[src/rtl/core/bb5_ram.sv]
// ----------------------------------------------------------------------------
// bb5_ram
// Generic single-port-write, single-port-read RAM with registered read data.
// ----------------------------------------------------------------------------
module bb5_ram #(
   parameter int WIDTH = 8,
   parameter int DEPTH = 16
) (
   input  logic                     clock,
   input  logic                     wr_en,
   input  logic [$clog2(DEPTH)-1:0] wr_addr,
   input  logic [WIDTH-1:0]         wr_data,
   input  logic                     rd_en,
   input  logic [$clog2(DEPTH)-1:0] rd_addr,
   output logic [WIDTH-1:0]         rd_data
);

   logic [WIDTH-1:0] mem_ff [DEPTH];
   logic [WIDTH-1:0] rd_data_ff;

   always_ff @(posedge clock) begin
      if (wr_en) begin
         mem_ff[wr_addr] <= wr_data;
      end
      if (rd_en) begin
         rd_data_ff <= mem_ff[rd_addr];
      end
   end

   assign rd_data = rd_data_ff;

endmodule

[config.mk]
export PLATFORM = sky130hd
export DESIGN_NAME = bb5_ram
export DESIGN_NICKNAME = d
export VERILOG_FILES = /design/src/rtl/core/bb5_ram.sv
export SDC_FILE = /design/constraint.sdc
export NUM_CORES = 1
export LEC_CHECK = 0
export BUFFER_PORTS_ARGS = -buffer_cell sky130_fd_sc_hd__buf_2
export CAP_MARGIN = 20
export CORE_UTILIZATION = 50
export CTS_CLUSTER_SIZE = 30
export DETAILED_ROUTE_END_ITERATION = 8
export PLACE_DENSITY = 0.74
export SLEW_MARGIN = 20
export SYNTH_ARGS = -nofsm -noshare
export SYNTH_HDL_FRONTEND = slang
export SYNTH_SLANG_ARGS = --single-unit
[constraint.sdc]
create_clock -name clock -period 2 [get_ports clock]
set_clock_uncertainty 0.05 [all_clocks]
set_input_delay 0.1 -clock clock [delete_from_list [all_inputs] [get_ports clock]]
set_output_delay 0.1 -clock clock [all_outputs]
set_load 0.02 [all_outputs]
==> flow_summary_export.csv, run 1 <==
group,metric,value,unit
synthesis,sequential_area_share_after_synthesis,78.12,%
final_layout,flow.area_growth_from_synthesis,21.01,%
setup_path,worst_setup_path_start_kind,"flop",
route,first_pass_detailed_route_iteration_total,4,
synthesis,synth_seq_cells,136,
synthesis,yosys.cell_types.count,18,
cts,numCtsBuffers,17,
placed_design,numPortBuffers,26,
setup_path,critical_path.reg2reg.endpoint,"rd_data[6]",
cts,clkSlewWorstSetupHoldPaths,60,ps
run,drv_cap,0,
synthesis,synth.top_cells.by_area,"sky130_fd_sc_hd__edfxtp_1 78%, sky130_fd_sc_hd__mux4_2 7.8%, sky130_fd_sc_hd__mux4_1 7.0%, sky130_fd_sc_hd__a22oi_1 2.3%, sky130_fd_sc_hd__nor2_1 0.93%",
synthesis,postSynthCellCount,229,
synthesis,syn_area,0.005228,mm^2
grt,globalRoute.totalOverflow,0,
final_layout,layoutNonFillerInstCount,440,
setup_path,setup.worst_path.end_class,"flop",
grt,grt_pass1_vias,2641,
setup_path,reg2reg_slack,440,ps
floorplan,initial_core_util,52.51,%
worst_hold_path,worst_hold_startpoint,"wr_addr[0]",
sta,tightestPinTransition,389.1,ps
outcome,run_status,"complete, no violations",
pwr,p_switching,1.343,mW
pwr,cell_internal_pwr,5.377,mW
setup_path,critPathRequiredTime,2190,ps
sta,finalCritPeriodShare,78.20,%
worst_hold_path,hold_class,"in2reg",
route,vias,2464,
setup_path,criticalPathCategory,"reg2reg",
pwr,power_total,6.720,mW
synthesis,synth-main-ff-cell,"sky130_fd_sc_hd__edfxtp_1",
sta,worst_slew_margin_rel,74.06,%
placed_design,post-place-ws,211.1,ps
placed_design,place_area,0.005620,mm^2
pwr,max-vdd-ir-drop,0.5590,mV
pwr,power.leakage,2.151,nW
final_layout,finish.utilization,63.55,%
route,drt-wirelength-per-cell,21.21,um
cts,htree_levels,4,
floorplan,die_height,104.3,um
sta,final_hold_viol_count,0,
grt,grt_max_degree,28,
final_layout,final_layout_size_suffix_gt1_share,31.60,%
placed_design,routabilityCongestion,0.7271,
sta,clock.fmax,639.4,MHz
final_layout,num_antenna_cells,0,
pwr,power_per_cell_area,1062,mW/mm^2
synthesis,netlist_top_cells_count,"136 x sky130_fd_sc_hd__edfxtp_1, 18 x sky130_fd_sc_hd__mux4_2, 16 x sky130_fd_sc_hd__a22oi_1, 14 x sky130_fd_sc_hd__mux4_1, 13 x sky130_fd_sc_hd__nor2_1",
synthesis,synth_area_per_cell,22.83,um^2
synthesis,most_used_standard_cell_by_instance_count_after_synthesis,"sky130_fd_sc_hd__edfxtp_1",
route,drt_first_iter_violations,131,
floorplan,die_w,104.3,um
final_layout,area_taken_by_multi_input_logic_gates,0.001057,mm^2
setup_path,path_max_fanout,1,
grt,first_pass_grt_wire_length,14.60,mm
worst_hold_path,worst_hold_path.endpoint,"mem_ff[8][5]",
cts,cts_root_buf,"sky130_fd_sc_hd__clkbuf_8",
setup_path,r2r_cells,3,
cts,post_cts_resize_count,0,
floorplan,placementRows,36,
synthesis,number_of_synthesized_flops_with_an_enable_pin,136,
sta,setup_viol,0,
sta,slew_viol_final,0,
final_layout,nNetsFinal,313,
final_layout,nFillCells,661,
pwr,pwr-share-comb,4.7,%
placed_design,post-place-cells,399,
floorplan,area_inside_the_core_boundary,0.009955,mm^2
pwr,seq_power_share,48.0,%
pwr,power.switching_fraction,19.98,%
route,routed_via_density,5.600,
grt,antenna_violations_before_repair,0,
synthesis,async_flop_share,0,%
pwr,clkPwrFrac,47.2,%
sta,rsz_0062_raised_after_global_routing,"no",
cts,clock_insertion_delay_worst_skew,510,ps
placed_design,detailedPlacementHpwl,6.028,mm
worst_hold_path,whs_path_depth,3,
sta,tns,0,ps
cts,cts_tree,"built",
sta,timing.final.ws_setup,435.9,ps
synthesis,netlist.top_cell.by_area,"sky130_fd_sc_hd__edfxtp_1",
cts,cts_num_sinks,136,
floorplan,dieArea,0.01087,mm^2
setup_path,critPathArrivalTime,1750,ps
final_layout,layout.area.seq,0.004084,mm^2
route,wl,9.331,mm
grt,groute.usage.overall,18.99,%
synthesis,mappedNetlistNets,248,
floorplan,io-pin-count,27,
setup_path,r2r_start,"mem_ff[3][6]",
final_layout,layout.cell_area.non_filler,0.006326,mm^2
sta,period_needed,1564,ps
synthesis,yosys.area.top_type_share,78.12,%
route,route.antenna.remaining_nets,0,
cts,cts-root-to-sink-buffers,2,
sta,fin_worst_hold_slack,82.09,ps
route,post-route-drc-count,0,
synthesis,yosysWarnings,0,
-- per-layer routing --
layer	track usage [%]	part of all wire [%]	up-vias
met5	0	0	-
met4	7.143	1.3	0
met3	4.887	4.8	10
met2	31.86	53	71
met1	23.97	41	1271
li1	-	-	1112
-- flip-flops by register name, summed over array words and instances (netlist names) --
register  cells
mem_ff      128
rd_data       8
-- worst max-delay path, cell delays in order, from the launching register on --
cell and delay [ps]:
sky130_fd_sc_hd__edfxtp_1 360, sky130_fd_sc_hd__mux4_2 480, sky130_fd_sc_hd__a22oi_1 240, sky130_fd_sc_hd__nand2_1 150
-- placed cells by master, fill, tap and decap left out --
cell type,count
sky130_fd_sc_hd__edfxtp_1,136
sky130_fd_sc_hd__buf_2,26
sky130_fd_sc_hd__buf_4,19
sky130_fd_sc_hd__mux4_2,18
sky130_fd_sc_hd__a22oi_1,16
sky130_fd_sc_hd__clkbuf_16,16
sky130_fd_sc_hd__mux4_1,14
sky130_fd_sc_hd__nor2_1,13
sky130_fd_sc_hd__nand2_1,9
sky130_fd_sc_hd__dlygate4sd3_1,9
sky130_fd_sc_hd__clkinvlp_4,5
sky130_fd_sc_hd__nor3_1,4
sky130_fd_sc_hd__bufinv_16,4
sky130_fd_sc_hd__nand3b_1,2
sky130_fd_sc_hd__nand2b_1,2
sky130_fd_sc_hd__inv_6,2
sky130_fd_sc_hd__clkinv_4,2
sky130_fd_sc_hd__buf_12,2
sky130_fd_sc_hd__nor2b_1,1
sky130_fd_sc_hd__and2_1,1
sky130_fd_sc_hd__and2b_1,1
sky130_fd_sc_hd__nand3_1,1
sky130_fd_sc_hd__or3b_2,1
sky130_fd_sc_hd__clkbuf_8,1
sky130_fd_sc_hd__clkinv_1,1
sky130_fd_sc_hd__clkinv_2,1
-- kinds of logic after synthesis --
family / synth area share (%)
mux: 14.79
buf+inv: 1.651
simple gates: 3.136
compound gates: 2.298
flops: 78.12
-- power by group through the flow --
| stage | sequential, mW | clock (mW) | combinational, mW |
|---|---|---|---|
| finish | 3.23 | 3.17 | 0.319 |
| global route | 3.23 | 3.33 | 0.346 |
| CTS | 3.23 | 3.22 | 0.326 |
| detailed placement | 3.29 | 0 | 0.310 |
| global placement | 3.28 | 0 | 0.302 |
| floorplan | 3.30 | 0 | 0.162 |
-- how the worst max path moves through the flow --
stage / from / end / slack (ps) / depth (start not counted)
finish: mem_ff[3][6] / rd_data[6] / 440 / 3
floorplan: wr_addr[2] / mem_ff[0][0] / 360 / 2
CTS: mem_ff[3][6] / rd_data[6] / 410 / 3
global route: mem_ff[3][6] / rd_data[6] / 350 / 3
detailed placement: rd_addr[0] / rd_data[4] / 210 / 5
global placement: rd_addr[0] / rd_data[4] / 250 / 5
-- repair_timing --
item	CTS	global route
hold buffers	9	0
setup buffers	0	0
hold endpoints to repair	136	0
-- cell type report --
class | count | share of cell area, %
flip-flops and latches | 136 | 64.56
multi-input cells | 83 | 16.71
clock buffers | 17 | 6.547
repair buffers | 56 | 6.369
clock inverters | 15 | 3.184
well taps | 133 | 2.631
Note: power is estimated with default switching activity, not from simulation.
==> run 2, diff against run 1 <==
==> constraint.sdc (replaced) <==
create_clock -name clock -period 1.5 [get_ports clock]
set_clock_uncertainty 0.05 [all_clocks]
set_input_delay 0.075 -clock clock [delete_from_list [all_inputs] [get_ports clock]]
set_output_delay 0.075 -clock clock [all_outputs]
set_load 0.02 [all_outputs]
==> run 2 against run 1 <==
Against the previous run: combinational power up 46%; via count up 4.1%; register-to-register slack worse by 410 ps; total power up 38%; global-route usage up 1.3 points; clock power up 42%; first-iteration DRC count up 84%; sequential share of layout area down 1.2 points; hold slack better by 11 ps; sequential power up 33%; cell count up 0.68%; critical path depth unchanged; critical path type unchanged; largest power group is now clock.
==> flow_summary_export.csv, run 2 (synthesis results as in run 1) <==
group,metric,value,unit
sta,finalCritPeriodShare,98.48,%
route,drt_first_iter_violations,241,
cts,clock_insertion_delay_worst_skew,510,ps
grt,grt_pass1_vias,2698,
run,drv_cap,0,
sta,final_hold_viol_count,0,
cts,cts_root_buf,"sky130_fd_sc_hd__clkbuf_8",
cts,clkSlewWorstSetupHoldPaths,60,ps
placed_design,routabilityCongestion,0.7256,
setup_path,path_max_fanout,1,
route,first_pass_detailed_route_iteration_total,5,
final_layout,layoutNonFillerInstCount,443,
sta,tns,0,ps
outcome,run_status,"complete, no violations",
placed_design,post-place-cells,402,
final_layout,layout.cell_area.non_filler,0.006444,mm^2
route,drt-wirelength-per-cell,22.42,um
floorplan,initial_core_util,52.51,%
setup_path,critPathArrivalTime,1690,ps
setup_path,slowest_delay,530,ps
route,post-route-drc-count,0,
cts,htree_levels,4,
cts,cts_num_sinks,136,
sta,tightestPinTransition,882.4,ps
floorplan,placementRows,36,
setup_path,critPathRequiredTime,1710,ps
grt,first_pass_grt_wire_length,15.36,mm
floorplan,die_height,104.3,um
grt,globalRoute.totalOverflow,0,
final_layout,final_layout_size_suffix_gt1_share,37.10,%
final_layout,nNetsFinal,316,
pwr,power_per_cell_area,1438,mW/mm^2
setup_path,setup.worst_path.end_class,"flop",
placed_design,numPortBuffers,26,
pwr,max-vdd-ir-drop,0.6650,mV
grt,antenna_violations_before_repair,0,
route,vias,2565,
pwr,power.leakage,2.179,nW
final_layout,num_antenna_cells,0,
final_layout,nFillCells,636,
placed_design,post-place-ws,-154.4,ps
sta,slew_viol_final,0,
final_layout,largest_reg_flops,128,
floorplan,area_inside_the_core_boundary,0.009955,mm^2
setup_path,worst_setup_path_start_kind,"flop",
setup_path,criticalPathCategory,"reg2reg",
final_layout,area_taken_by_multi_input_logic_gates,0.001096,mm^2
floorplan,die_w,104.3,um
setup_path,worst_path_max_delay_cell,"sky130_fd_sc_hd__mux4_2",
worst_hold_path,hold_class,"in2reg",
final_layout,final_common_cell,"sky130_fd_sc_hd__edfxtp_1",
final_layout,top_register,"mem_ff",
grt,grt_max_degree,22,
sta,worst_slew_margin_rel,41.06,%
placed_design,detailedPlacementHpwl,5.811,mm
final_layout,flow.area_growth_from_synthesis,23.26,%
route,wl,9.930,mm
cts,cts-root-to-sink-buffers,2,
floorplan,io-pin-count,27,
final_layout,layout.area.seq,0.004084,mm^2
cts,numCtsBuffers,17,
route,routed_via_density,5.790,
route,route.antenna.remaining_nets,0,
grt,groute.usage.overall,20.28,%
placed_design,place_area,0.005673,mm^2
sta,clock.fmax,676.9,MHz
final_layout,finish.utilization,64.73,%
floorplan,dieArea,0.01087,mm^2
sta,timing.final.ws_setup,22.75,ps
final_layout,mostFrequentLayoutCells,"136 x sky130_fd_sc_hd__edfxtp_1, 26 x sky130_fd_sc_hd__buf_2, 23 x sky130_fd_sc_hd__mux4_2, 20 x sky130_fd_sc_hd__buf_4, 16 x sky130_fd_sc_hd__clkbuf_16",
sta,period_needed,1477,ps
sta,setup_viol,0,
setup_path,timing.critical_path.cells,"mux4_2, a22oi_2, nand2_1",
cts,cts_tree,"built",
[run 2: final timing paths]
path | from | end | slack [ps] | depth (start not counted)
worst max-delay path | mem_ff[6][3] | rd_data[3] | 20 | 3
worst min-delay path | wr_addr[1] | mem_ff[0][7] | 90 | 3
worst max register to register | mem_ff[6][3] | rd_data[3] | 20 | 3
worst min register to register | mem_ff[15][3] | rd_data[3] | 700 | 3
[run 2: area by class of cell]
class	count	share of cell area [%]
tap	133	2.583
multi-input combinational	83	17.01
clock buffer	18	6.485
clock inverter	14	3.553
sequential	136	63.38
timing repair buffer	59	6.990
[run 2: where the power goes]
part / internal [mW] / switching [mW]
combinational: 0.209 / 0.257
sequential: 4.28 / 0.0231
clock: 3.02 / 1.48
[run 2: repair_timing]
action	CTS	global route
buffers inserted	0	0
gates resized for setup	5	11
hold buffers	9	0
setup endpoints to repair	4	7
hold endpoints to repair	136	0
pin swaps	1	9
[run 2: per-stage QoR]
step	hold WS (ps)	total power, mW
after global placement	403.5	4.792
after floorplan	123.9	4.617
final	92.90	9.268
after CTS	64.39	9.301
after detailed placement	404.1	4.807
after global routing	85.79	9.506
[run 2: metal layers]
metal  GRT usage [%]  up-vias  part of all wire [%]
met5               0        -                     0
met4           7.959        0                   1.5
met3           5.263       12                   7.6
met2           32.48      116                    50
met1           26.83     1319                    41
li1                -     1118                     -
[run 2: worst max-delay path, delay by kind of cell, from the launching register on]
| family | cells | cell delay (ps) |
|---|---|---|
| mux | 1 | 530 |
| compound gates | 1 | 160 |
| flops | 1 | 420 |
| simple gates | 1 | 70 |
