### src/rtl/core/bb5_pkg.sv
// ----------------------------------------------------------------------------
// bb5_pkg
// Shared types, constants and helper functions of the 5x5 RGB box blur.
// ----------------------------------------------------------------------------
package bb5_pkg;

   localparam int MAX_WIDTH   = 2048;
   localparam int ADDR_W      = $clog2(MAX_WIDTH);
   localparam int KERNEL      = 5;
   localparam int LINES       = KERNEL - 1;
   localparam int PIX_W       = 24;
   localparam int LANE_SUM_W  = 11;
   localparam int SUM_W       = 13;
   localparam int RECIP_W     = 20;
   localparam int RECIP_SHIFT = 19;
   localparam int CNT_W       = 5;

   localparam logic [11:0] WIDTH_RESET  = 12'd640;
   localparam logic [12:0] HEIGHT_RESET = 13'd480;

   localparam logic CSR_FRAME_WIDTH  = 1'b0;
   localparam logic CSR_FRAME_HEIGHT = 1'b1;

   typedef struct packed {
      logic [7:0] blue_in;
      logic [7:0] green_in;
      logic [7:0] red_in;
      logic       flush;
   } pixel_in_type;

   typedef struct packed {
      logic [7:0] blue_out;
      logic [7:0] green_out;
      logic [7:0] red_out;
      logic       frame_last;
   } pixel_out_type;

   typedef struct packed {
      logic [7:0] red;
      logic [7:0] green;
      logic [7:0] blue;
   } rgb_type;

   typedef struct packed {
      logic              last;
      logic [KERNEL-1:0] col_mask;
      logic [KERNEL-1:0] row_mask;
   } win_ctl_type;

   typedef struct packed {
      logic [LANE_SUM_W-1:0] blue;
      logic [LANE_SUM_W-1:0] green;
      logic [LANE_SUM_W-1:0] red;
   } lane_sum_type;

   typedef struct packed {
      logic [SUM_W-1:0]   blue;
      logic [SUM_W-1:0]   green;
      logic [SUM_W-1:0]   red;
      logic [RECIP_W-1:0] recip;
      logic               last;
   } merge_type;

   function automatic logic [2:0] count_bits(input logic [KERNEL-1:0] mask);
      logic [2:0] n;
      n = '0;
      for (int i = 0; i < KERNEL; i++) begin
         n = n + {2'b00, mask[i]};
      end
      return n;
   endfunction

   // Rounded-up reciprocal of the neighbour count, scaled by two to the nineteenth.
   function automatic logic [RECIP_W-1:0] recip_lookup(input logic [CNT_W-1:0] cnt);
      logic [RECIP_W-1:0] r;
      unique case (cnt)
         5'd2:    r = 20'd262144;
         5'd3:    r = 20'd174763;
         5'd4:    r = 20'd131072;
         5'd5:    r = 20'd104858;
         5'd6:    r = 20'd87382;
         5'd7:    r = 20'd74899;
         5'd8:    r = 20'd65536;
         5'd9:    r = 20'd58255;
         5'd10:   r = 20'd52429;
         5'd11:   r = 20'd47663;
         5'd12:   r = 20'd43691;
         5'd13:   r = 20'd40330;
         5'd14:   r = 20'd37450;
         5'd15:   r = 20'd34953;
         5'd16:   r = 20'd32768;
         5'd17:   r = 20'd30841;
         5'd18:   r = 20'd29128;
         5'd19:   r = 20'd27595;
         5'd20:   r = 20'd26215;
         5'd21:   r = 20'd24967;
         5'd22:   r = 20'd23832;
         5'd23:   r = 20'd22796;
         5'd24:   r = 20'd21846;
         5'd25:   r = 20'd20972;
         default: r = 20'd524288;
      endcase
      return r;
   endfunction

endpackage

### src/rtl/core/bb5_merge.sv
// ----------------------------------------------------------------------------
// bb5_merge
// Combines the column sums of all lanes and looks up the count reciprocal.
// ----------------------------------------------------------------------------
module bb5_merge (
   input  logic                  clock,
   input  logic                  reset,
   input  logic                  enable,
   input  logic                  in_valid,
   input  bb5_pkg::win_ctl_type  in_ctl,
   input  bb5_pkg::lane_sum_type lane [bb5_pkg::KERNEL],
   output logic                  out_valid,
   output bb5_pkg::merge_type    out_data
);
   import bb5_pkg::*;

   logic       valid_ff;
   merge_type  data_in;
   merge_type  data_ff;
   logic [5:0] cnt_full;

   always_comb begin
      data_in = '0;
      for (int k = 0; k < KERNEL; k++) begin
         data_in.blue  = data_in.blue  + {2'b00, lane[k].blue};
         data_in.green = data_in.green + {2'b00, lane[k].green};
         data_in.red   = data_in.red   + {2'b00, lane[k].red};
      end
      cnt_full      = count_bits(in_ctl.col_mask) * count_bits(in_ctl.row_mask);
      data_in.recip = recip_lookup(cnt_full[CNT_W-1:0]);
      data_in.last  = in_ctl.last;
   end

   always_ff @(posedge clock) begin
      if (reset) begin
         valid_ff <= 1'b0;
      end else if (enable) begin
         valid_ff <= in_valid;
      end
      if (enable) begin
         data_ff <= data_in;
      end
   end

   assign out_valid = valid_ff;
   assign out_data  = data_ff;

endmodule

### config.mk
export PLATFORM = sky130hd
export DESIGN_NAME = bb5_merge
export DESIGN_NICKNAME = d
export VERILOG_FILES = /design/src/rtl/core/bb5_pkg.sv /design/src/rtl/core/bb5_merge.sv
export SDC_FILE = /design/constraint.sdc
export NUM_CORES = 1
export LEC_CHECK = 0
export ABC_AREA = 1
export BUFFER_PORTS_ARGS = -buffer_cell sky130_fd_sc_hd__buf_2
export CAP_MARGIN = 0
export CORE_ASPECT_RATIO = 0.7
export CORE_UTILIZATION = 58
export CTS_CLUSTER_SIZE = 25
export DETAILED_ROUTE_END_ITERATION = 7
export PLACE_DENSITY = 0.92
export SETUP_SLACK_MARGIN = 0.02
export SLEW_MARGIN = 20
export SYNTH_ARGS = -nofsm -noshare
export SYNTH_HDL_FRONTEND = slang
export SYNTH_SLANG_ARGS = --single-unit
### constraint.sdc
create_clock -name clock -period 6.21 [get_ports clock]
set_input_delay 0.621 -clock clock [delete_from_list [all_inputs] [get_ports clock]]
set_output_delay 0.621 -clock clock [all_outputs]
set_load 0.05 [all_outputs]
==> run_results.csv, run 1 <==
group,metric,value,unit
run_status,status,"completed",
cts,cts_setup_buffers,0,
routing,wl_per_cell,12.12,um
routing,wl,16840,um
critical_path,crit_arrival,4.71,ns
place,dp_hpwl,14450,um
final_layout,fillers,933,
synth,netlist_instances,980,
synth,synthTopCellsByArea,"fa_1 (26%), edfxtp_1 (23%), inv_1 (18%)",
synth,syn_area,7742,um2
critical_path,reg2reg_depth,2,
routing,route.detailed.drc,0,
pwr,switching_share,52.27,%
floorplanning,die_x,140.1,um
global_route,grt_antenna_before_repair,0,
synth,synth_top_area_share,26.37,%
sta,relSlewSlack,47.52,%
synth,yosys-top-cells-count,"inv_1 (363), nand2_1 (211), fa_1 (102), edfxtp_1 (60), ha_1 (54)",
pwr,ir_drop,155.2,uV
pwr,p_switching,0.002098,W
final_layout,num_antenna_cells,0,
sta,finalCriticalPeriod,4.647,ns
pwr,power_frac_clock,12.9,%
final_layout,nets,1558,
min_path,worstHoldStart,"in_ctl[10]",
global_route,use_met1,30.35,%
cts,postCtsHoldBufs,0,
min_path,holdCritPathClass,"in -> reg",
final_layout,final_layout_size_suffix_gt1_share,21.68,%
critical_path,critPathLaunchType,"primary input",
cts,cts_resized,0,
synth,synth_most_common_cell,"inv_1",
synth,synth-warning-count,0,
synth,ys_ff_latch,61,
flow_run,maxCapViolations,0,
cts,htreeDepth,3,
final_layout,multi_input_area,4463,um2
routing,avgViaCountPerCell,4.738,
synth,synth-edff-count,60,
sta,hold_slack,0.4707,ns
floorplanning,rows,34,
pwr,power_frac_comb,67.7,%
synth,synth_fp_nets,1316,
synth,avgSynthCellArea,7.900,um2
floorplanning,die_h,98.67,um
sta,worst_pin_slew,0.7871,ns
sta,skew,0,ns
cts,clk_path_buf_depth,2,
critical_path,r2r_start,"out_valid",
floorplanning,core_area,12720,um2
final_layout,seqCellArea,1822,um2
routing,ant_nets,0,
global_route,top_usage_layer,"met2",
sta,setup-tns-final,0,ns
global_route,met3_usage,4.956,%
global_route,grt_use_met2,48.73,%
global_route,track_usage,25.85,%
floorplanning,start_util,60.87,%
place,gp_congestion,0.8990,
final_layout,fin_util,73.70,%
sta,fmax,215.2,MHz
synth,yosysTopAreaCell,"fa_1",
routing,vias,6581,
critical_path,crit_path_end_kind,"register",
critical_path,r2r_slack,5.58,ns
cts,path_clk_slew,0.05,ns
cts,cts_tree,"yes",
sta,slew_violations,0,
sta,final_hold_viol_count,0,
final_layout,syn_to_final_growth,21.07,%
cts,clk_latency,0.32,ns
synth,ys_seq_area_share,23.53,%
floorplanning,fp.dieArea,13820,um2
cts,cts_sinks,61,
floorplanning,ios,241,
routing,drt_iter0_markers,443,
synth,synth_cell_type_count,26,
global_route,first_global_vias,6399,
critical_path,critPathMaxFanout,20,
sta,finalCritPeriodShare,74.83,%
cts,root_buffer,"clkbuf_16",
min_path,hold_depth,1,
critical_path,cp.required,6.27,ns
global_route,gr-total-overflow,0,
sta,setup_viol,0,
global_route,grt_start_max_net_pins,62,
global_route,grt_pass1_wl,28190,um
cts,cts_buffers,9,
pwr,cellInternalPower,0.001916,W
routing,drtPass1Iterations,5,
place,io_buffer_count,240,
pwr,p_leak,5.713,nW
synth,ys.flop_type,"edfxtp_1",
pwr,seq_power_share,19.4,%
synth,ys_async_sr_fraction,0,%
sta,grt_setup_unrepaired,"no",
critical_path,path_class,"in -> reg",
critical_path,r2r_end,"out_valid",
min_path,holdPathEnd,"out_data[0]",
pwr,power_per_cell_area,428.2,nW/um2
## metal layers
metal  vias to the layer above  part of all wire, %
li1                       3295                    -
met1                      2977                   39
met2                       287                   52
met3                        22                  6.9
met4                         0                  1.8
met5                         -                    0
## critical path, stage by stage
cell	delay [ns]
buf_2	0.08
inv_1	0.04
fa_1	0.52
fa_1	0.41
inv_1	0.07
ha_1	0.25
nand2_1	0.10
fa_1	0.41
inv_1	0.06
ha_1	0.13
inv_1	0.05
fa_1	0.95
inv_1	0.49
o21ai_0	0.24
nand2_1	0.10
nand2_1	0.07
o21ai_0	0.10
## worst max-delay path by stage
stage / startpoint / end / slack [ns] / cells after the start
floorplan: in_ctl[5] / out_data[13] / 2.29 / 16
global placement: in_ctl[0] / out_data[1] / 1.50 / 17
detailed placement: in_ctl[5] / out_data[16] / 1.30 / 17
CTS: in_ctl[5] / out_data[16] / 1.62 / 17
global route: in_ctl[6] / out_data[2] / 1.34 / 17
finish: in_ctl[5] / out_data[16] / 1.56 / 17
## flip-flops by register name (all words and copies together), names as in the netlist
register   count
out_valid      1
out_data      60
## cell type report
type | count | share of cell area, %
tap | 162 | 2.162
clock inverter | 5 | 0.8009
inverter | 365 | 14.62
timing repair buffer | 241 | 12.89
multi-input combinational | 544 | 47.61
sequential | 61 | 19.43
clock buffer | 11 | 2.483
## logic make-up (layout without fill, tap and decap cells)
kind of cell | after synthesis | after routing | synth area share (%)
and+or+nand+nor | 317 | 317 | 16.81
DFF | 61 | 61 | 23.53
AOI/OAI and AO/OA | 50 | 50 | 3.345
xor gates and xnor gates | 20 | 20 | 2.262
buffers and inverters | 375 | 622 | 18.83
adders and majority gates | 156 | 156 | 35.10
muxes | 1 | 1 | 0.1293
## power by group through the flow
| stage | clock network [W] | registers, W | logic, W |
|---|---|---|---|
| 4_1_cts | 0.000524 | 0.000782 | 0.00270 |
| 2_1_floorplan | 0 | 0.00140 | 0.00149 |
| 5_1_grt | 0.000541 | 0.000795 | 0.00304 |
| 6_report | 0.000518 | 0.000780 | 0.00272 |
| 3_3_place_gp | 0 | 0.000782 | 0.00260 |
| 3_5_place_dp | 0 | 0.000788 | 0.00269 |
## metrics by stage
stage / instance area (um2) / power (W) / setup slack [ns] / instances
finish: 9374 / 0.004014 / 1.563 / 1389
global route: 9374 / 0.004371 / 1.344 / 1389
CTS: 9374 / 0.004010 / 1.619 / 1389
detailed placement: 9066 / 0.003480 / 1.295 / 1373
global placement: 9066 / 0.003386 / 1.500 / 1373
floorplan: 7742 / 0.002893 / 2.288 / 980
## cell usage in the layout, fill, tap and decap left out, drive strengths merged, types with 2 or more instances in the layout
cell type,n
ha,54
clkbuf,11
xor2,16
buf,241
edfxtp,60
clkinv,3
or2,2
xnor2,4
fa,102
nand3,48
nand2,213
a21oi,19
nand4,9
o21ai,30
nor2,44
bufinv,2
inv,365
Power figures use the tool's default switching activity.
==> inputs of run 2 (changes only) <==
- CORE_UTILIZATION: 58 -> 53
- PLACE_DENSITY: 0.92 -> 0.85
- clock period: 6.21 -> 4.9 ns (I/O delays scaled with it)
==> run 2 against run 1 <==
  * Sequential share of layout area unchanged
  * First-iteration DRC count down 38%
  * Flip-flop and latch count unchanged
  * Combinational power up 26%
  * Register-to-register slack worse by 1.3 ns
  * Die area up 9.3%
  * Critical path depth unchanged
  * Utilization down 7.2 points
  * Worst setup slack worse by 0.58 ns
  * Highest routed layer unchanged
==> run_results.csv, run 2 (synthesis results as in run 1) <==
group,metric,value,unit
routing,route.detailed.drc,0,
sta,finalCriticalPeriod,3.915,ns
place,dp_hpwl,14030,um
critical_path,crit_top_cell,"inv_1",
pwr,ir_drop,198.7,uV
final_layout,final_common_cell,"inv_1",
routing,ant_nets,0,
routing,avgViaCountPerCell,4.604,
routing,wl,16070,um
critical_path,path_class,"in -> reg",
critical_path,critPathLaunchType,"primary input",
global_route,track_usage,22.33,%
sta,hold_slack,0.3276,ns
critical_path,slowest_stage,"fa_1",
cts,cts_resized,0,
floorplanning,die_h,103.1,um
floorplanning,die_x,146.5,um
cts,cts_setup_buffers,0,
cts,postCtsHoldBufs,0,
floorplanning,rows,36,
floorplanning,core_area,14100,um2
cts,cts_buffers,9,
pwr,power_per_cell_area,530.8,nW/um2
critical_path,cp_num_buf_inv,6,
sta,skew,0,ns
global_route,grt_start_max_net_pins,62,
global_route,grt_pass1_wl,26870,um
place,io_buffer_count,240,
final_layout,mostFrequentLayoutCells,"inv_1 (363), buf_2 (240), nand2_1 (211)",
final_layout,syn_to_final_growth,21.07,%
cts,root_buffer,"clkbuf_16",
routing,drtPass1Iterations,5,
place,dpl-instance-area,9109,um2
flow_run,maxCapViolations,0,
sta,finalCritPeriodShare,79.90,%
critical_path,cp_top_family,"adder cells",
global_route,first_global_vias,6253,
final_layout,final_area,9374,um2
final_layout,nets,1559,
final_layout,num_antenna_cells,0,
sta,setup-tns-final,0,ns
floorplanning,fp.dieArea,15100,um2
critical_path,crit_arrival,4.08,ns
cts,path_clk_slew,0.05,ns
sta,worst_pin_slew,0.8245,ns
final_layout,fin_util,66.49,%
global_route,grt_antenna_before_repair,0,
place,pre_cts_ws,0.6489,ns
critical_path,crit_path_end_kind,"register",
critical_path,path_cells,"buf_2 -> inv_1 -> fa_1 -> fa_1 -> inv_1 -> ha_1 -> nand2_1 -> fa_1 -> inv_1 -> ha_1 -> inv_1 -> fa_1 -> inv_1 -> o21ai_0 -> o21ai_0 -> nand2_1 -> o21ai_0",
global_route,gr-total-overflow,0,
sta,relSlewSlack,45.03,%
critical_path,critPathMaxFanout,20,
critical_path,cpPeakStageDelay,0.50,ns
sta,final_hold_viol_count,0,
cts,cts_tree,"yes",
routing,wl_per_cell,11.34,um
floorplanning,ios,241,
cts,clk_path_buf_depth,2,
sta,setup_viol,0,
final_layout,fillers,1148,
final_layout,final_layout_size_suffix_gt1_share,21.66,%
run_status,status,"completed",
sta,slew_violations,0,
final_layout,largest_reg_flops,60,
sta,grt_setup_unrepaired,"no",
min_path,holdCritPathClass,"in -> reg",
pwr,p_leak,5.697,nW
sta,fmax,255.4,MHz
critical_path,cp.required,5.07,ns
place,gp_congestion,0.9002,
cts,clk_latency,0.32,ns
floorplanning,start_util,54.92,%
cts,htreeDepth,3,
cts,cts_sinks,61,
routing,vias,6529,
sta,setup_ws,0.9847,ns
routing,drt_iter0_markers,276,
## run 2: changes by cell type in the layout (fill, tap and decap cells not counted)
cell / before / now
bufinv_16: 2 / 0
clkbuf_1: 2 / 3
clkbuf_8: 0 / 1
buf_4: 1 / 2
## run 2: power by group
part	internal (W)	leakage, nW	switching, W	total [W]
logic	0.00105	4.97	0.00237	0.00342
registers	0.000935	0.591	0.0000567	0.000991
clock network	0.000353	0.133	0.000212	0.000565
total	0.00234	5.70	0.00264	0.00498
## run 2: layout make-up
type                       instances  area, um2  share of cell area [%]
clock buffer                      13      250.2                   2.670
sequential                        61       1822                   19.43
inverter                         365       1370                   14.62
clock inverter                     3      15.01                  0.1602
timing repair buffer             242       1216                   12.97
tap                              190      237.7                   2.536
multi-input combinational        544       4463                   47.61
## run 2: per-layer routing
layer / GRT usage (%) / up-vias / routed length [um]
met5: 0 / - / 0
met4: 5.128 / 0 / 211
met3: 3.894 / 25 / 936
met2: 40.51 / 247 / 7915
met1: 28.23 / 2959 / 7010
li1: - / 3298 / -
## run 2: worst register-to-register path, stage by stage, from the launching register on
cell     delay, ns
dfxtp_1       0.31
mux2i_1       0.12
nor2_1        0.05
## run 2: path summary, 6_finish.rpt
check                 start          end  slack (ns)  cells after the start
setup / recovery  in_ctl[0]  out_data[1]        0.98                     17
hold / removal        reset    out_valid        0.33                      2
setup reg to reg  out_valid    out_valid        4.31                      2
hold reg to reg   out_valid    out_valid        0.51                      2
## run 2: through the flow
stage,total power [W],std cells
detailed placement,0.004413,1402
finish,0.004976,1418
CTS,0.005001,1418
global route,0.005453,1418
floorplan,0.003666,980
global placement,0.004324,1402
